<file path="config.mk">
export PLATFORM = sky130hd
export DESIGN_NAME = json_string_unescape_utf8
export DESIGN_NICKNAME = d
export VERILOG_FILES = /design/src/rtl/jsu_pkg.sv /design/src/rtl/jsu_skid.sv /design/src/rtl/jsu_decode.sv /design/src/rtl/jsu_emit.sv /design/src/rtl/json_string_unescape_utf8.sv
export VERILOG_INCLUDE_DIRS = /design/src /design/src/rtl
export SDC_FILE = /design/constraint.sdc
export NUM_CORES = 1
export LEC_CHECK = 0
export BUFFER_PORTS_ARGS = -buffer_cell sky130_fd_sc_hd__buf_2
export CAP_MARGIN = 20
export CORE_AREA = 2 2 120 122
export CTS_BUF_LIST = sky130_fd_sc_hd__clkbuf_2
export DETAILED_ROUTE_END_ITERATION = 10
export DIE_AREA = 0 0 122 124
export GPL_TIMING_DRIVEN = 0
export SLEW_MARGIN = 0
export SYNTH_ARGS = -nofsm -noshare
export SYNTH_HDL_FRONTEND = slang
export SYNTH_SLANG_ARGS = --single-unit
export TNS_END_PERCENT = 5
</file>
<file path="constraint.sdc">
create_clock -name clk -period 3.2 [get_ports clk]
set_input_delay 0.32 -clock clk [delete_from_list [all_inputs] [get_ports clk]]
set_output_delay 0.32 -clock clk [all_outputs]
set_load 0.005 [all_outputs]
</file>
<file path="src/rtl/assert_macros.svh">
// assertion macros shared by the json string unescaper rtl
// expects signals named clk and rst_n in the module that uses them
`ifndef ASSERT_MACROS_SVH
`define ASSERT_MACROS_SVH

// property that must hold at every clock edge out of reset
`define ASSERT_CLK(label, prop, msg) \
    label: assert property (@(posedge clk) disable iff (!rst_n) (prop)) else $error(msg);

// condition that must never be true out of reset
`define ASSERT_NEVER(label, cond, msg) \
    label: assert property (@(posedge clk) disable iff (!rst_n) !(cond)) else $error(msg);

`endif

</file>
<file path="src/rtl/jsu_pkg.sv">
// shared types, character codes and helpers for the json string unescaper
// no dependencies
package jsu_pkg;

    // character codes
    localparam logic [7:0] CH_QUOTE  = 8'h22;
    localparam logic [7:0] CH_BSLASH = 8'h5c;
    localparam logic [7:0] CH_SLASH  = 8'h2f;
    localparam logic [7:0] CH_BS     = 8'h08;
    localparam logic [7:0] CH_FF     = 8'h0c;
    localparam logic [7:0] CH_LF     = 8'h0a;
    localparam logic [7:0] CH_CR     = 8'h0d;
    localparam logic [7:0] CH_TAB    = 8'h09;
    localparam logic [7:0] CH_SPACE  = 8'h20;
    localparam logic [7:0] CH_LOW_B  = 8'h62;
    localparam logic [7:0] CH_LOW_F  = 8'h66;
    localparam logic [7:0] CH_LOW_N  = 8'h6e;
    localparam logic [7:0] CH_LOW_R  = 8'h72;
    localparam logic [7:0] CH_LOW_T  = 8'h74;
    localparam logic [7:0] CH_LOW_U  = 8'h75;

    // parser mode
    typedef enum logic [2:0] {
        MODE_TEXT = 3'd0,
        MODE_ESC  = 3'd1,
        MODE_HEX1 = 3'd2,
        MODE_HEX2 = 3'd3,
        MODE_HEX3 = 3'd4,
        MODE_HEX4 = 3'd5
    } mode_t;

    // result status codes
    typedef enum logic [2:0] {
        ST_DATA    = 3'd0,
        ST_END     = 3'd1,
        ST_BAD_ESC = 3'd2,
        ST_CTRL    = 3'd3,
        ST_BAD_CP  = 3'd4,
        ST_UNTERM  = 3'd5,
        ST_BAD_HEX = 3'd6
    } status_t;

    // parser state carried between bytes
    typedef struct packed {
        mode_t       mode;
        logic [15:0] accum;
    } state_t;

    // up to three output beats caused by one input byte
    typedef struct packed {
        logic [1:0]      cnt;
        logic [2:0][7:0] bytes;
        status_t         status;
    } bundle_t;

    // hex digit value, bit 4 set for a non-hex byte
    function automatic logic [4:0] hex_value(input logic [7:0] c);
        logic [4:0] v;
        v = 5'h10;
        if (c >= 8'h30 && c <= 8'h39) v = {1'b0, c[3:0]};
        else if ((c >= 8'h41 && c <= 8'h46) || (c >= 8'h61 && c <= 8'h66))
            v = {1'b0, c[3:0] + 4'd9};
        return v;
    endfunction

endpackage

</file>
<file path="src/rtl/jsu_skid.sv">
// input register with skid entry for the json string unescaper
// depends on jsu_pkg and assert_macros.svh
`include "assert_macros.svh"
module jsu_skid (
    input  logic       clk,
    input  logic       rst_n,
    input  logic       in_valid,
    output logic       in_stall,
    input  logic [7:0] in_byte,
    output logic       a_valid,
    output logic [7:0] a_byte,
    input  logic       a_take
);
    import jsu_pkg::*;

    logic       a_valid_reg, a_valid_next;
    logic [7:0] a_byte_reg, a_byte_next;
    logic       s_valid_reg, s_valid_next;
    logic [7:0] s_byte_reg, s_byte_next;
    logic       accept;

    // stall comes straight from the skid flag
    assign in_stall = s_valid_reg;
    assign accept   = in_valid && !s_valid_reg;
    assign a_valid  = a_valid_reg;
    assign a_byte   = a_byte_reg;

    // refill the main entry from skid first, else from the port
    always_comb
    begin
        a_valid_next = a_valid_reg;
        a_byte_next  = a_byte_reg;
        s_valid_next = s_valid_reg;
        s_byte_next  = s_byte_reg;
        if (!a_valid_reg || a_take)
        begin
            if (s_valid_reg)
            begin
                a_valid_next = 1'b1;
                a_byte_next  = s_byte_reg;
                s_valid_next = 1'b0;
            end
            else
            begin
                a_valid_next = accept;
                a_byte_next  = in_byte;
            end
        end
        else if (accept)
        begin
            s_valid_next = 1'b1;
            s_byte_next  = in_byte;
        end
    end

    always_ff @(posedge clk or negedge rst_n)
    begin
        if (!rst_n)
        begin
            a_valid_reg <= 1'b0;
            s_valid_reg <= 1'b0;
        end
        else
        begin
            a_valid_reg <= a_valid_next;
            s_valid_reg <= s_valid_next;
        end
    end

    always_ff @(posedge clk)
    begin
        a_byte_reg <= a_byte_next;
        s_byte_reg <= s_byte_next;
    end

    // skid entry is only ever used behind a held main entry
    `ASSERT_CLK(a_skid_behind_main, !s_valid_reg || a_valid_reg, "skid full with main empty")

endmodule

</file>
<file path="src/rtl/jsu_decode.sv">
// byte decoder: escape handling, hex accumulation and utf-8 encoding
// depends on jsu_pkg
module jsu_decode (
    input  logic [7:0]      in_byte,
    input  jsu_pkg::state_t state_cur,
    output jsu_pkg::state_t state_nxt,
    output jsu_pkg::bundle_t res
);
    import jsu_pkg::*;

    logic [4:0]  hex;
    logic [15:0] cp;

    assign hex = hex_value(in_byte);
    assign cp  = {state_cur.accum[11:0], hex[3:0]};

    always_comb
    begin
        state_nxt.mode  = MODE_TEXT;
        state_nxt.accum = '0;
        res.cnt    = 2'd1;
        res.bytes  = '0;
        res.status = ST_DATA;
        if (in_byte == 8'h00)
        begin
            res.status = ST_UNTERM;
        end
        else
        begin
            case (state_cur.mode)
                // after a backslash
                MODE_ESC:
                begin
                    case (in_byte)
                        CH_QUOTE, CH_BSLASH, CH_SLASH: res.bytes[0] = in_byte;
                        CH_LOW_B: res.bytes[0] = CH_BS;
                        CH_LOW_F: res.bytes[0] = CH_FF;
                        CH_LOW_N: res.bytes[0] = CH_LF;
                        CH_LOW_R: res.bytes[0] = CH_CR;
                        CH_LOW_T: res.bytes[0] = CH_TAB;
                        CH_LOW_U:
                        begin
                            state_nxt.mode = MODE_HEX1;
                            res.cnt        = 2'd0;
                        end
                        default: res.status = ST_BAD_ESC;
                    endcase
                end
                // hex digits of a unicode escape
                MODE_HEX1, MODE_HEX2, MODE_HEX3, MODE_HEX4:
                begin
                    if (hex[4])
                    begin
                        res.status = ST_BAD_HEX;
                    end
                    else if (state_cur.mode != MODE_HEX4)
                    begin
                        state_nxt.mode  = mode_t'(state_cur.mode + 3'd1);
                        state_nxt.accum = cp;
                        res.cnt         = 2'd0;
                    end
                    else if (cp[15:11] == 5'b11011)
                    begin
                        res.status = ST_BAD_CP;
                    end
                    else if (cp[15:7] == '0)
                    begin
                        res.bytes[0] = cp[7:0];
                    end
                    else if (cp[15:11] == '0)
                    begin
                        res.cnt      = 2'd2;
                        res.bytes[0] = {3'b110, cp[10:6]};
                        res.bytes[1] = {2'b10, cp[5:0]};
                    end
                    else
                    begin
                        res.cnt      = 2'd3;
                        res.bytes[0] = {4'b1110, cp[15:12]};
                        res.bytes[1] = {2'b10, cp[11:6]};
                        res.bytes[2] = {2'b10, cp[5:0]};
                    end
                end
                // plain text, also the unreachable codes
                default:
                begin
                    if (in_byte == CH_QUOTE)
                        res.status = ST_END;
                    else if (in_byte == CH_BSLASH)
                    begin
                        state_nxt.mode = MODE_ESC;
                        res.cnt        = 2'd0;
                    end
                    else if (in_byte < CH_SPACE)
                        res.status = ST_CTRL;
                    else
                        res.bytes[0] = in_byte;
                end
            endcase
        end
    end

endmodule

</file>
<file path="src/rtl/jsu_emit.sv">
// output shift register that sends a decoded bundle one beat per cycle while out_stall is low
// depends on jsu_pkg and assert_macros.svh
`include "assert_macros.svh"
module jsu_emit (
    input  logic             clk,
    input  logic             rst_n,
    input  logic             load,
    input  jsu_pkg::bundle_t bundle,
    output logic             can_load,
    output logic             out_valid,
    input  logic             out_stall,
    output logic [7:0]       out_byte,
    output logic [2:0]       status,
    output logic             last
);
    import jsu_pkg::*;

    logic [1:0]      cnt_reg, cnt_next;
    logic [2:0][7:0] bytes_reg, bytes_next;
    status_t         status_reg, status_next;
    logic            take;

    assign out_valid = (cnt_reg != 2'd0);
    assign take      = out_valid && !out_stall;
    assign can_load  = (cnt_reg == 2'd0) || (cnt_reg == 2'd1 && take);
    assign out_byte  = bytes_reg[0];
    assign status    = status_reg;
    assign last      = (cnt_reg == 2'd1);

    // load a fresh bundle or shift out the sent beat
    always_comb
    begin
        cnt_next    = cnt_reg;
        bytes_next  = bytes_reg;
        status_next = status_reg;
        if (load)
        begin
            cnt_next    = bundle.cnt;
            bytes_next  = bundle.bytes;
            status_next = bundle.status;
        end
        else if (take)
        begin
            cnt_next   = cnt_reg - 2'd1;
            bytes_next = {8'h00, bytes_reg[2:1]};
        end
    end

    always_ff @(posedge clk or negedge rst_n)
    begin
        if (!rst_n)
            cnt_reg <= 2'd0;
        else
            cnt_reg <= cnt_next;
    end

    always_ff @(posedge clk)
    begin
        bytes_reg  <= bytes_next;
        status_reg <= status_next;
    end

    // a new bundle never overwrites beats still pending
    `ASSERT_CLK(a_load_no_overwrite, !load || can_load, "bundle overwritten")
    // markers are always a single final beat
    `ASSERT_CLK(a_marker_single, !(out_valid && status_reg != ST_DATA) || last, "marker not last")

endmodule

</file>
<file path="src/rtl/json_string_unescape_utf8.sv">
// Decodes a JSON string body into UTF-8, one raw byte per input beat,
// starting after the opening quote. Plain and single escaped characters give
// one result beat each; a \uXXXX escape that encodes to two or three bytes
// holds the input until its bytes have gone, since the output shift register
// sends one result beat per cycle while out_stall is low. Backslash, 'u' and
// the first three hex digits give no result. Each input byte is registered in
// the skid input register and its result in the output shift register. End
// and error markers carry out_byte zero and return the parser to text mode.
// The input stall is registered: it comes straight from a skid entry flop.
// depends on jsu_pkg, jsu_skid, jsu_decode, jsu_emit and assert_macros.svh
`include "assert_macros.svh"
module json_string_unescape_utf8 (
    input  logic       clk,
    input  logic       rst_n,
    input  logic       in_valid,
    output logic       in_stall,
    input  logic [7:0] in_byte,
    output logic       out_valid,
    input  logic       out_stall,
    output logic [7:0] out_byte,
    output logic [2:0] status,
    output logic       last
);
    import jsu_pkg::*;

    logic    a_valid;
    logic [7:0] a_byte;
    logic    a_take;
    logic    can_load;
    logic    plain_mode;
    state_t  state_reg, state_next, state_dec;
    bundle_t bundle;

    // input register with skid
    jsu_skid u_skid (
        .clk      (clk),
        .rst_n    (rst_n),
        .in_valid (in_valid),
        .in_stall (in_stall),
        .in_byte  (in_byte),
        .a_valid  (a_valid),
        .a_byte   (a_byte),
        .a_take   (a_take)
    );

    // decode the held byte against the parser state
    jsu_decode u_decode (
        .in_byte   (a_byte),
        .state_cur (state_reg),
        .state_nxt (state_dec),
        .res       (bundle)
    );

    assign a_take     = a_valid && can_load;
    assign state_next = a_take ? state_dec : state_reg;
    assign plain_mode = (state_reg.mode == MODE_TEXT) || (state_reg.mode == MODE_ESC);

    // parser state advances once per decoded byte
    always_ff @(posedge clk or negedge rst_n)
    begin
        if (!rst_n)
        begin
            state_reg.mode  <= MODE_TEXT;
            state_reg.accum <= '0;
        end
        else
        begin
            state_reg <= state_next;
        end
    end

    // result beats
    jsu_emit u_emit (
        .clk       (clk),
        .rst_n     (rst_n),
        .load      (a_take),
        .bundle    (bundle),
        .can_load  (can_load),
        .out_valid (out_valid),
        .out_stall (out_stall),
        .out_byte  (out_byte),
        .status    (status),
        .last      (last)
    );

    // accumulator is clear outside the hex digit modes
    `ASSERT_CLK(a_accum_clear, !plain_mode || state_reg.accum == '0, "stale accumulator")

endmodule
</file>
Word level (Yosys, flattened, before mapping)
Index checks and enable logic that the tools add are counted.
- register bits after elaboration: 62
- word-level logic and storage cells: 111
- output and inout port bits: 14
- magnitude comparators: 7
- mux-type cells: 48
- bitwise logic cells: 1
- reductions and logical operators: 24
- equality and inequality tests: 17
- $add $sub $neg: 3
- operators with widths (kind ; number):
    two-way mux 26 bit ; 7
    two-way mux 19 bit ; 3
    equality test 8 x 7 -> 1 bit (second input constant) ; 7
    two-way mux 27 bit ; 2
    two-way mux 24 bit ; 2
    case mux 8 bit (6 select lines) ; 1
    two-way mux 8 bit ; 5
    two-way mux 16 bit ; 2
    case mux 11 bit (2 select lines) ; 1
    two-way mux 18 bit ; 1
    equality test 8 x 6 -> 1 bit (second input constant) ; 2
    greater-or-equal comparator 8 x 7 -> 1 bit (second input constant) ; 2
    <= comparator 8 x 7 -> 1 bit (second input constant) ; 2
    two-way mux 14 bit ; 1
    two-way mux 2 bit ; 7
    two-way mux 3 bit ; 4
    two-way mux 11 bit ; 1
    two-way mux 5 bit ; 2
    zero test 9 bit ; 1
    OR reduction 9 bit ; 1
    greater-or-equal comparator 8 x 6 -> 1 bit (second input constant) ; 1
    <= comparator 8 x 6 -> 1 bit (second input constant) ; 1
    zero test 8 bit ; 1
    < comparator 8 x 6 -> 1 bit (second input constant) ; 1
    22 further kinds ; 42

Logic depth before layout (Yosys ltp)
Gate-level depths: netlist of the first run.
- depth in word-level cells: 18
- depth in mapped cells: 8

Modules after synthesis
A second synthesis of the first run with hierarchy kept.
- cells, all modules: 367
- area total of the unflattened synthesis: 4035.1 µm²
- by module, submodules not included (module ; instances ; area an instance (µm²) ; sequential area each (µm²) ; cells each):
    jsu_decode ; 1 ; 1276.2 ; 0.0 ; 213
    jsu_emit ; 1 ; 1271.2 ; 860.8 ; 80
    json_string_unescape_utf8 ; 1 ; 793.3 ; 475.5 ; 42
    jsu_skid ; 1 ; 694.4 ; 530.5 ; 32

Least setup slack after synthesis of the first run
Ideal clock, no wire load.
- path type: register to register
- from: register u_skid.a_byte_reg[0], in the netlist u_skid.a_byte[0]
- to: register u_emit.bytes_reg, in the netlist u_emit.out_byte[1] (data pin)
- arrival time: 2.129 ns
- setup slack: 0.808 ns
- path buffers: 0
- stages on the path, launching flop included: 8
- library setup time: 0.262 ns
- required time: 2.938 ns
- path through: edfxtp_1 -> inv_1 -> ha_1 -> or3b_2 -> and3_1 -> a22oi_1 -> nor4bb_1 -> o31ai_1
- RTL lines (element ; line ; text):
    start, declared ; jsu_skid.sv:17 ; logic [7:0] a_byte_reg, a_byte_next;
    start signal, assigned ; jsu_skid.sv:72 ; a_byte_reg <= a_byte_next;
    end signal, assigned ; jsu_emit.sv:59 ; bytes_reg <= bytes_next;
    end, declared ; jsu_emit.sv:19 ; logic [2:0][7:0] bytes_reg, bytes_next;

==> reports/results.md, run 1 <==
| Step | Metric | Reported |
|---|---|---|
| status | Status | finished, final reports clean |
| floorplan | Number of placement rows | 43 |
| yosys | Sequential fraction of the synthesis area | 50.24% |
| layout | Filler cell count | 1434 |
| global route | Antenna violations before repair | 0 |
| sta | Final number of hold-violating endpoints | 0 |
| detailed routing | Post-detailed-route DRC marker count | 0 |
| floorplan | Core area | 13720 sq um |
| global route | Overall overflow remaining after global route | 0 |
| yosys | Yosys top cell area share | 36.24% |
| cts | H-tree Lvls | 3 |
| setup path | Path type of the worst setup path | register to register |
| yosys | Post-synthesis net count | 340 |
| setup path | Critical path destination | u_emit.out_byte[1] |
| floorplan | Die boundary height | 124 um |
| global route | Maximum number of pins on one net before global-route repair | 23 |
| cts | Number of CTS-inserted buffers | 9 |
| sta | Actual slew at the worst max-slew pin | 0.8192 ns |
| floorplan | Die extent in x | 122 um |
| setup path | CP peak stage delay | 0.51 ns |
| yosys | Synth warn | 0 |
| detailed routing | Detailed-routing iteration count for the pre-antenna-repair pass | 5 |
| hold path | Worst hold path class | primary input to asynchronous set/reset pin |
| layout | Sequential cell area | 1707 sq um |
| setup path | Type of element launching the critical path | register |
| yosys | Area of the mapped netlist | 3397 sq um |
| yosys | Number of distinct library cells after synthesis | 60 |
| detailed routing | Final Routed Wirelength | 8.441 mm |
| detailed routing | Number of vias per cell after detailed routing | 4.984 |
| setup path | Type of element capturing the critical path | register |
| setup path | Launching point of the worst reg2reg path | u_skid.a_byte[0] |
| yosys | Flops & latches, synth | 60 |
| detailed routing | DR iter-0 viols | 200 |
| yosys | Library cell with the highest instance count after synthesis | sky130_fd_sc_hd__edfxtp_1 |
| power | Highest ir drop seen on vdd | 0.0007022 V |
| setup path | Library cell contributing the largest single delay on the critical path | sky130_fd_sc_hd__edfxtp_1 |
| floorplan | Initial standard-cell utilization of the core | 24.76% |
| sta | Unrepaired setup endpoints after global routing | no |
| layout | Area used by multi-input combinational logic | 1513 sq um |
| place | Global placement routability congestion | 0.8924 |
| sta | Total Negative Setup Slacks | 0 ns |
| detailed routing | Routed length per instance | 15.26 um |
| layout | Antenna diode count | 0 |
| place | Detailed Place HPWL | 6.276 mm |
| layout | Layout Area Growth over Synthesis | 16.80% |
| sta | Upper clock frequency limit | 348.6 MHz |
| cts | Register clock-pin slew on the reported worst setup and hold paths | 0.19 ns |
| yosys | Synth Flop Type | sky130_fd_sc_hd__edfxtp_1 |
| setup path | Cell Chain, Critical Path | inv_1 -> ha_1 -> or3b_2 -> and3_1 -> a22oi_1 -> nor4bb_1 -> o31ai_1 |
| cts | Maximum count of clock buffers along a single path | 2 |
| setup path | Critical path origin | u_skid.a_byte[0] |
| cts | Post_cts resized | 0 |
| setup path | R2r endpoint | u_emit.out_byte[1] |
| sta | Clock Skew | 0.02738 ns |
| sta | Final-report max-slew violation count | 0 |
| power | Power density cells | 823.1 nW/um^2 |
| cts | Count of buffers added by post-CTS timing repair for setup | 0 |
| floorplan | I/O pin cnt | 26 |
| setup path | Register-to-register path setup slack | 0.33 ns |
| layout | Final Util | 28.92% |
| sta | Setup violation total in the final timing report | 0 |
| setup path | Required time at the endpoint of the critical path | 3.48 ns |
| setup path | Register-to-Register Path Depth | 7 |
| layout | Post-layout nets | 387 |
| yosys | Dominant cells by area after synthesis | sky130_fd_sc_hd__edfxtp_1 36%, sky130_fd_sc_hd__dfrtp_1 14%, sky130_fd_sc_hd__nand2_1 3.9%, sky130_fd_sc_hd__mux2_2 2.7%, sky130_fd_sc_hd__ha_1 2.6% |
| global route | First-pass GRT wire length | 13.59 mm |
| sta | Time the worst path needs with I/O delays and setup | 2.869 ns |
| flow run | Max-capacitance violation count | 0 |
| sta | Final cycle utilization of the critical path | 89.65% |
| yosys | Number of synthesized flops with an enable pin | 41 |
| cts | Clock tree root buffer cell | sky130_fd_sc_hd__clkbuf_2 |
| layout | Largest register FFs | 15 |
| yosys | Number of instances in the synthesized netlist | 321 |
| detailed routing | Remaining antenna violation count | 0 |
| cts | Number of buffers added to fix hold violations after cts | 10 |
| yosys | Post-synth top area cell | sky130_fd_sc_hd__edfxtp_1 |
| detailed routing | Total number of vias | 2756 |
| setup path | Crit path DAT | 3.15 ns |
| yosys | Average cell area after synthesis | 10.58 sq um |
| cts | Clock Sink Count | 60 |
| yosys | Proportion of register bits with asynchronous set or reset after synthesis | 31.67% |
| cts | CTS tree | yes |
| layout | Share of cells above drive strength 1 | 20.11% |
| cts | Clock insertion delay at the later pin of the skew report | 0.52 ns |
| sta | Worst relative slew slack | 45.33% |
| place | Number of port buffers | 25 |
| setup path | Worst Path Max Fanout | 7 |
| yosys | Synth cell count leaders | 41 x sky130_fd_sc_hd__edfxtp_1, 35 x sky130_fd_sc_hd__nand2_1, 22 x sky130_fd_sc_hd__nor2_1, 19 x sky130_fd_sc_hd__dfrtp_1, 18 x sky130_fd_sc_hd__inv_1 |
| floorplan | Full die area | 15130 sq um |
| global route | Overall fraction of global-route tracks in use | 11.77% |
| power | Static power due to leakage | 0.001477 uW |
| global route | Number of global-route vias before repair | 2645 |
==> cell type report <==
cell class	instances	share of cell area, %
sequential	60	43.01
multi-input combinational	223	38.13
timing repair buffer	36	5.803
tap	180	5.676
buffer	20	2.775
inverter	18	1.703
clock inverter	6	1.640
clock buffer	10	1.261
==> worst min-delay path by stage <==
| stage | start | slack [ns] | depth (start not counted) | to |
|---|---|---|---|---|
| 3_5_place_dp | rst_n | 0.31 | 1 | state_reg[11] |
| 6_report | rst_n | 0.28 | 2 | state_reg[1] |
| 3_3_place_gp | rst_n | 0.31 | 1 | state_reg[0] |
| 2_1_floorplan | rst_n | 0.02 | 0 | state_reg[0] |
| 5_1_grt | rst_n | 0.24 | 2 | state_reg[1] |
| 4_1_cts | out_stall | 0.20 | 5 | u_emit.cnt_reg[1] |
==> stage by stage <==
stage	worst slack [ns]	power [uW]	instances	hold WS, ns	area (sq um)
after floorplan	0.8081	2327	321	0.02441	3397
after global placement	0.3140	2770	526	0.3128	3747
after detailed placement	0.3361	2789	526	0.3143	3747
after CTS	0.3357	3292	552	0.2044	3963
after global routing	0.1955	3497	553	0.2423	3968
final	0.3313	3266	553	0.2788	3968
==> kinds of logic after synthesis <==
family,synth area share (%)
DFF,50.24
AOI/OAI and AO/OA,20.15
buffers and inverters,5.230
adders and majority gates,2.578
and+or+nand+nor,19.15
muxes,2.652
==> placed cells by master (no fill, tap or decap), types with 4 or more instances in the layout <==
cell type                       synthesis  routed
sky130_fd_sc_hd__a21oi_1                8       8
sky130_fd_sc_hd__clkbuf_2               0      10
sky130_fd_sc_hd__inv_1                 18      18
sky130_fd_sc_hd__dfrtp_1               19      19
sky130_fd_sc_hd__nor3_1                 9       9
sky130_fd_sc_hd__clkbuf_1               9       9
sky130_fd_sc_hd__nor2b_1                6       6
sky130_fd_sc_hd__and2_1                 4       4
sky130_fd_sc_hd__o31ai_1                5       5
sky130_fd_sc_hd__o221ai_1               6       6
sky130_fd_sc_hd__nand2_1               35      35
sky130_fd_sc_hd__o21ai_0               14      14
sky130_fd_sc_hd__dlygate4sd3_1          0      10
sky130_fd_sc_hd__o22ai_1                9       9
sky130_fd_sc_hd__a22o_1                 4       4
sky130_fd_sc_hd__buf_4                  9       9
sky130_fd_sc_hd__mux2_2                 8       8
sky130_fd_sc_hd__nand3_1               10      10
sky130_fd_sc_hd__buf_2                  1      27
sky130_fd_sc_hd__o211ai_1               7       7
sky130_fd_sc_hd__nor2_1                22      22
sky130_fd_sc_hd__edfxtp_1              41      41
sky130_fd_sc_hd__ha_1                   7       7
==> critical path, delay by kind of cell, from the launching register on <==
kind,cells,cell delay [ns]
simple gates,3,1.10
compound gates,2,0.52
flops,1,0.51
fa+ha+maj,1,0.32
buf+inv,1,0.21
==> report_power, final <==
group / switching [uW] / internal, uW / leakage [uW]
Sequential: 160 / 1220 / 0.000661
Combinational: 866 / 543 / 0.000755
Clock: 298 / 181 / 0.0000618
Total: 1320 / 1940 / 0.00148
==> metal layers <==
layer | wire, um | GRT usage, %
met1 | 3653 | 14.62
met2 | 4080 | 19.13
met3 | 509 | 3.388
met4 | 197 | 5.029
met5 | 0 | 0
(Power assumes the default switching activity.)
==> inputs of run 2 (changes only) <==
--- a/config.mk
+++ b/config.mk
@@ -6,12 +6,12 @@
 export SDC_FILE = /design/constraint.sdc
 export NUM_CORES = 1
 export LEC_CHECK = 0
-export BUFFER_PORTS_ARGS = -buffer_cell sky130_fd_sc_hd__buf_2
 export CAP_MARGIN = 20
 export CORE_AREA = 2 2 120 122
 export CTS_BUF_LIST = sky130_fd_sc_hd__clkbuf_2
 export DETAILED_ROUTE_END_ITERATION = 10
 export DIE_AREA = 0 0 122 124
+export DONT_BUFFER_PORTS = 1
 export GPL_TIMING_DRIVEN = 0
 export SLEW_MARGIN = 0
 export SYNTH_ARGS = -nofsm -noshare
==> reports/results.md, run 2 (synthesis gave the netlist of run 1 again) <==
| Step | Metric | Reported | Delta |
|---|---|---|---|
| status | Status | finished, final reports clean |  |
| power | Power density cells | 823.7 nW/um^2 | about the same |
| sta | Unrepaired setup endpoints after global routing | no |  |
| global route | Maximum number of pins on one net before global-route repair | 23 | unchanged |
| detailed routing | Detailed-routing iteration count for the pre-antenna-repair pass | 7 | +2 |
| layout | Largest register FFs | 15 | unchanged |
| cts | Number of CTS-inserted buffers | 9 | unchanged |
| global route | Number of global-route vias before repair | 2555 | -3.4% |
| layout | Layout Area Growth over Synthesis | 13.74% |  |
| sta | Worst relative slew slack | 44.01% | -1.3 points |
| power | Internal power | 1881 uW | -3.1% |
| layout | Most frequent cells in the layout | 41 x sky130_fd_sc_hd__edfxtp_1, 35 x sky130_fd_sc_hd__nand2_1, 22 x sky130_fd_sc_hd__nor2_1, 19 x sky130_fd_sc_hd__dfrtp_1, 18 x sky130_fd_sc_hd__inv_1 |  |
| hold path | Worst hold path class | primary input to register |  |
| sta | Time the worst path needs with I/O delays and setup | 2.920 ns | +0.05161 ns |
| sta | Hold slack final | 0.09604 ns | -0.1827 ns |
| layout | Post-layout nets | 364 | -5.9% |
| global route | First-pass GRT wire length | 13.67 mm | +0.55% |
| floorplan | Full die area | 15130 sq um | unchanged |
| power | Clock share of power | 15.0% | +0.3 points |
| floorplan | I/O pin cnt | 26 | unchanged |
| cts | H-tree Lvls | 3 | unchanged |
| layout | Filler cell count | 1419 | -1.0% |
| place | Detailed Place HPWL | 6.318 mm | +0.68% |
| setup path | Path type of the worst setup path | register to register |  |
| layout | Antenna diode count | 0 | unchanged |
| cts | Clock Sink Count | 60 | unchanged |
| setup path | Required time at the endpoint of the critical path | 3.50 ns | +0.02 ns |
| setup path | Type of element capturing the critical path | register |  |
| global route | Antenna violations before repair | 0 | unchanged |
| cts | Post_cts resized | 0 | unchanged |
| cts | Register clock-pin slew on the reported worst setup and hold paths | 0.19 ns | about the same |
| cts | Clock tree root buffer cell | sky130_fd_sc_hd__clkbuf_2 |  |
| detailed routing | Post-detailed-route DRC marker count | 0 | unchanged |
| power | Post-layout power | 3183 uW | -2.5% |
| place | Global placement routability congestion | 0.8971 | +0.53% |
| cts | Clock insertion delay at the later pin of the skew report | 0.53 ns | about the same |
| detailed routing | Remaining antenna violation count | 0 | unchanged |
| place | Post-placement cell area | 3622 sq um | -3.3% |
| floorplan | Number of placement rows | 43 | unchanged |
| setup path | Critical path origin | u_skid.a_byte[0] |  |
| floorplan | Die boundary height | 124 um | unchanged |
| cts | Maximum count of clock buffers along a single path | 2 | unchanged |
| sta | Total Negative Setup Slacks | 0 ns | unchanged |
| setup path | Worst Path Max Fanout | 7 | unchanged |
| sta | Clock Skew | 0.03118 ns | +0.003801 ns |
| sta | Final number of hold-violating endpoints | 0 | unchanged |
| setup path | Crit path DAT | 3.22 ns | +0.07 ns |
| layout | Most common cell after layout, fill and taps aside | sky130_fd_sc_hd__edfxtp_1 |  |
| detailed routing | Number of vias per cell after detailed routing | 5.015 | +0.63% |
| detailed routing | Total number of vias | 2658 | -3.6% |
| floorplan | Core area | 13720 sq um | unchanged |
| power | Share of power burned in registers | 43.5% | +1.3 points |
| setup path | Type of element launching the critical path | register |  |
| sta | Actual slew at the worst max-slew pin | 0.8322 ns | +0.01297 ns |
| sta | Final-report max-slew violation count | 0 | unchanged |
| layout | Share of cells above drive strength 1 | 14.57% | -5.5 points |
| power | Highest ir drop seen on vdd | 0.0004377 V | -38% |
| power | Switching Fraction | 40.89% | +0.34 points |
| hold path | Critical hold path startpoint | in_valid |  |
| sta | Upper clock frequency limit | 342.4 MHz | -1.8% |
| global route | Overall overflow remaining after global route | 0 | unchanged |
| setup path | Launching point of the worst reg2reg path | u_skid.a_byte[0] |  |
| detailed routing | Routed length per instance | 15.89 um | +4.1% |
| sta | Setup violation total in the final timing report | 0 | unchanged |
| flow run | Max-capacitance violation count | 0 | unchanged |
| power | Logic gate share of total power | 41.5% | -1.7 points |
| global route | Overall fraction of global-route tracks in use | 11.87% | +0.10 points |
| place | Number of port buffers | 0 | -100% |
| sta | Final cycle utilization of the critical path | 91.26% | +1.6 points |
| cts | CTS tree | yes |  |
| floorplan | Initial standard-cell utilization of the core | 24.76% | unchanged |
| power | Sw power | 1301 uW | -1.7% |
| layout | Final instance area | 3864 sq um | -2.6% |
| floorplan | Die extent in x | 122 um | unchanged |
| power | Static power due to leakage | 0.001399 uW | -5.3% |
| detailed routing | Final Routed Wirelength | 8.424 mm | -0.20% |
| detailed routing | DR iter-0 viols | 155 | -23% |
-- run 2: cell count changes in the layout (fill, tap and decap cells not counted), sizes merged --
cell,change
buf,-24
clkbuf,-1
clkinv,+3
clkinvlp,-3
dlygate4sd3,+1
inv,+1
-- run 2: area by class of cell --
cell class              instances  area [sq um]  share of cell area [%]
multi-input cells             223          1513                   39.15
well taps                     180         225.2                   5.829
clock buffers                   9         45.04                   1.166
repair buffers                 13         130.1                   3.368
inverters                      18         67.56                   1.749
clock inverters                 7         66.31                   1.716
flip-flops and latches         60          1707                   44.17
plain buffers                  20         110.1                   2.850
-- run 2: stage by stage --
step	instances	util, %	setup slack (ns)
floorplan	321	-	0.8081
global placement	501	26.40	0.3080
detailed placement	501	26.40	0.3021
CTS	527	27.94	0.3137
global route	530	28.16	0.05995
finish	530	28.16	0.2797
-- run 2: what timing repair did --
action / 4_1_cts / 5_1_grt
setup buffers: 0 / 0
hold endpoints to repair: 36 / 1
hold buffers: 10 / 1
-- run 2: final timing paths --
check,to,slack [ns],depth (start not counted)
min reg2reg,u_emit.bytes_reg[10],0.56,2
min in group asynchronous,state_reg[9],0.14,1
max,u_emit.out_byte[1],0.28,7
max reg2reg,u_emit.out_byte[1],0.28,7
max in group asynchronous,u_skid.in_stall,2.60,2
min,u_skid.s_byte_reg[4],0.1,1
-- run 2: worst max-delay path, cell delays in order (launching register included) --
cell and delay (ns):
sky130_fd_sc_hd__edfxtp_1 0.51, sky130_fd_sc_hd__inv_1 0.23, sky130_fd_sc_hd__ha_1 0.33, sky130_fd_sc_hd__or3b_2 0.50, sky130_fd_sc_hd__and3_1 0.24, sky130_fd_sc_hd__a22oi_1 0.42, sky130_fd_sc_hd__nor4bb_1 0.35, sky130_fd_sc_hd__o31ai_1 0.13
-- run 2: power groups by stage --
stage / combinational, uW / clock (uW) / sequential [uW]
2_1_floorplan: 983 / 0 / 1340
3_3_place_gp: 1270 / 0 / 1410
3_5_place_dp: 1290 / 0 / 1410
4_1_cts: 1310 / 493 / 1390
5_1_grt: 1460 / 522 / 1430
6_report: 1320 / 477 / 1390
-- run 2: metal layers --
metal / up-vias / share of wire [%] / wire length [um] / GRT usage (%)
li1: 1269 / - / - / -
met5: - / 0 / 0 / 0
met3: 12 / 5.2 / 440 / 3.755
met4: 0 / 1.4 / 114 / 3.161
met2: 84 / 48 / 4072 / 19.31
met1: 1293 / 45 / 3796 / 15.29
==> inputs of run 3 (changes only) <==
--- a/config.mk
+++ b/config.mk
@@ -13,6 +13,7 @@
 export DIE_AREA = 0 0 122 124
 export DONT_BUFFER_PORTS = 1
 export GPL_TIMING_DRIVEN = 0
+export REMOVE_ABC_BUFFERS = 1
 export SLEW_MARGIN = 0
 export SYNTH_ARGS = -nofsm -noshare
 export SYNTH_HDL_FRONTEND = slang
==> reports/results.md, run 3 (synthesis gave the netlist of run 1 again) <==
| Step | Metric | Reported | Delta |
|---|---|---|---|
| detailed routing | Post-detailed-route DRC marker count | 0 | unchanged |
| setup path | Launching point of the worst reg2reg path | u_skid.a_byte[0] |  |
| setup path | Register-to-register path setup slack | 0.19 ns | -0.09 ns |
| setup path | Type of element capturing the critical path | register |  |
| floorplan | I/O pin cnt | 26 | unchanged |
| layout | Non-filler instance count after layout | 510 | -3.8% |
| place | Global placement routability congestion | 0.8987 | +0.18% |
| sta | Setup violation total in the final timing report | 0 | unchanged |
| layout | Post-layout nets | 344 | -5.5% |
| layout | Most frequent cells in the layout | 41 x sky130_fd_sc_hd__edfxtp_1, 35 x sky130_fd_sc_hd__nand2_1, 22 x sky130_fd_sc_hd__nor2_1, 19 x sky130_fd_sc_hd__dfrtp_1, 18 x sky130_fd_sc_hd__inv_1 |  |
| global route | Antenna violations before repair | 0 | unchanged |
| place | Detailed Place HPWL | 6.055 mm | -4.2% |
| cts | Clock insertion delay at the later pin of the skew report | 0.52 ns | about the same |
| flow run | Max-capacitance violation count | 0 | unchanged |
| setup path | Cell Chain, Critical Path | inv_1 -> ha_1 -> or3b_2 -> and3_1 -> a22oi_1 -> nor4bb_1 -> o31ai_1 |  |
| global route | Number of global-route vias before repair | 2462 | -3.6% |
| floorplan | Number of placement rows | 43 | unchanged |
| floorplan | Full die area | 15130 sq um | unchanged |
| cts | Clock Sink Count | 60 | unchanged |
| cts | Number of buffers added to fix hold violations after cts | 10 | unchanged |
| global route | Overall fraction of global-route tracks in use | 11.39% | -0.49 points |
| hold path | Worst hold path class | primary input to register |  |
| global route | Maximum number of pins on one net before global-route repair | 23 | unchanged |
| global route | Overall overflow remaining after global route | 0 | unchanged |
| cts | Post_cts resized | 0 | unchanged |
| detailed routing | DR iter-0 viols | 250 | +61% |
| layout | Final instance area | 3760 sq um | -2.7% |
| setup path | Worst Path Max Fanout | 7 | unchanged |
| power | Static power due to leakage | 0.001336 uW | -4.5% |
| layout | Share of cells above drive strength 1 | 13.03% | -1.5 points |
| sta | Upper clock frequency limit | 332.3 MHz | -3.0% |
| power | Power density cells | 827.2 nW/um^2 | +0.42% |
| sta | Final number of hold-violating endpoints | 0 | unchanged |
| place | Number of port buffers | 0 | unchanged |
| floorplan | Die extent in x | 122 um | unchanged |
| floorplan | Die boundary height | 124 um | unchanged |
| power | Highest ir drop seen on vdd | 0.0004408 V | +0.71% |
| detailed routing | Number of vias per cell after detailed routing | 5.124 | +2.2% |
| setup path | Path type of the worst setup path | register to register |  |
| cts | Number of CTS-inserted buffers | 9 | unchanged |
| floorplan | Initial standard-cell utilization of the core | 24.76% | unchanged |
| setup path | Type of element launching the critical path | register |  |
| global route | First-pass GRT wire length | 13.14 mm | -3.9% |
| layout | Largest register FFs | 15 | unchanged |
| hold path | Critical hold path startpoint | in_byte[5] |  |
| sta | Unrepaired setup endpoints after global routing | no |  |
| detailed routing | Total number of vias | 2613 | -1.7% |
| cts | H-tree Lvls | 3 | unchanged |
| setup path | CP peak stage delay | 0.50 ns | about the same |
| layout | Most common cell after layout, fill and taps aside | sky130_fd_sc_hd__edfxtp_1 |  |
| sta | Actual slew at the worst max-slew pin | 0.8753 ns | +0.04313 ns |
| place | Post-placement cell area | 3531 sq um | -2.5% |
| layout | Filler cell count | 1433 | +0.99% |
| cts | Count of buffers added by post-CTS timing repair for setup | 0 | unchanged |
| cts | Clock tree root buffer cell | sky130_fd_sc_hd__clkbuf_2 |  |
| detailed routing | Routed length per instance | 16.33 um | +2.7% |
| hold path | Hold depth | 1 | unchanged |
| detailed routing | Final Routed Wirelength | 8.328 mm | -1.1% |
| detailed routing | Remaining antenna violation count | 0 | unchanged |
| setup path | Library cell contributing the largest single delay on the critical path | sky130_fd_sc_hd__edfxtp_1 |  |
| layout | Antenna diode count | 0 | unchanged |
| status | Status | finished, final reports clean |  |
| setup path | Crit path DAT | 3.26 ns | +0.04 ns |
| place | Number of placed instances with taps included | 482 | -3.8% |
| setup path | Critical path origin | u_skid.a_byte[0] |  |
| cts | Maximum count of clock buffers along a single path | 2 | unchanged |
| sta | Final cycle utilization of the critical path | 94.04% | +2.8 points |
| floorplan | Core area | 13720 sq um | unchanged |
| setup path | Required time at the endpoint of the critical path | 3.45 ns | -0.05 ns |
| sta | Worst relative slew slack | 41.58% | -2.4 points |
| sta | Time the worst path needs with I/O delays and setup | 3.009 ns | +0.08896 ns |
| sta | Final-report max-slew violation count | 0 | unchanged |
| detailed routing | Detailed-routing iteration count for the pre-antenna-repair pass | 5 | -2 |
| cts | Register clock-pin slew on the reported worst setup and hold paths | 0.16 ns | -0.03 ns |
| setup path | Register-to-Register Path Depth | 7 | unchanged |
| layout | Layout Area Growth over Synthesis | 10.68% |  |
| cts | CTS tree | yes |  |
| sta | Clock Skew | 0.03122 ns | +0.00003510 ns |
run 3: cell count changes in the layout (fill, tap and decap cells not counted), sizes merged:
cell | previous run | this run
clkinvlp | 0 | 2
buf | 13 | 3
clkinv | 5 | 2
inv | 19 | 18
dlygate4sd3 | 11 | 10
clkbuf | 18 | 11
run 3: final timing paths:
check                                          end
min in group asynchronous            state_reg[18]
worst max-delay path            u_emit.out_byte[1]
worst min-delay path              u_skid.a_byte[5]
max in group asynchronous             state_reg[9]
worst min register to register  u_emit.out_byte[7]
worst max register to register  u_emit.out_byte[1]
run 3: area by class of cell:
class	count	area, sq um	area share, %
clock buffer	11	55.05	1.464
clock inverter	5	53.80	1.431
inverter	18	67.56	1.797
multi-input combinational	223	1516	40.33
sequential	60	1707	45.39
tap	180	225.2	5.990
timing repair buffer	13	135.1	3.594
run 3: power by group:
part	switching [uW]	total, uW	internal (uW)
Clock	285	468	183
Sequential	253	1470	1220
Combinational	740	1170	429
Total	1280	3110	1830
run 3: stage by stage:
step | power (uW) | hold WS (ns) | TNS, ns | utilization (%) | setup WS [ns]
after floorplan | 2227 | 0.02441 | 0 | - | 0.4829
after global placement | 2595 | 0.02629 | -8.739 | 25.60 | -0.7448
after detailed placement | 2642 | 0.02628 | 0 | 25.74 | 0.2135
after CTS | 3134 | 0.002517 | 0 | 27.26 | 0.1882
after global routing | 3323 | 0.003493 | 0 | 27.41 | 0.02500
final | 3110 | 0.05653 | 0 | 27.41 | 0.1907
run 3: critical path: cells and delay by family (launching register included):
kind,cells,cell delay (ns)
AOI/OAI and AO/OA,2,0.56
DFF,1,0.50
buffers and inverters,1,0.25
and+or+nand+nor,3,1.10
adders and majority gates,1,0.35
run 3: per-layer routing:
layer / up-vias / wire length [um] / global-route usage (%) / share of wire [%]
met4: 0 / 84 / 3.089 / 1.0
li1: 1228 / - / - / -
met1: 1271 / 3767 / 14.98 / 45
met5: - / 0 / 0 / 0
met3: 13 / 576 / 3.663 / 6.9
met2: 101 / 3899 / 18.05 / 47
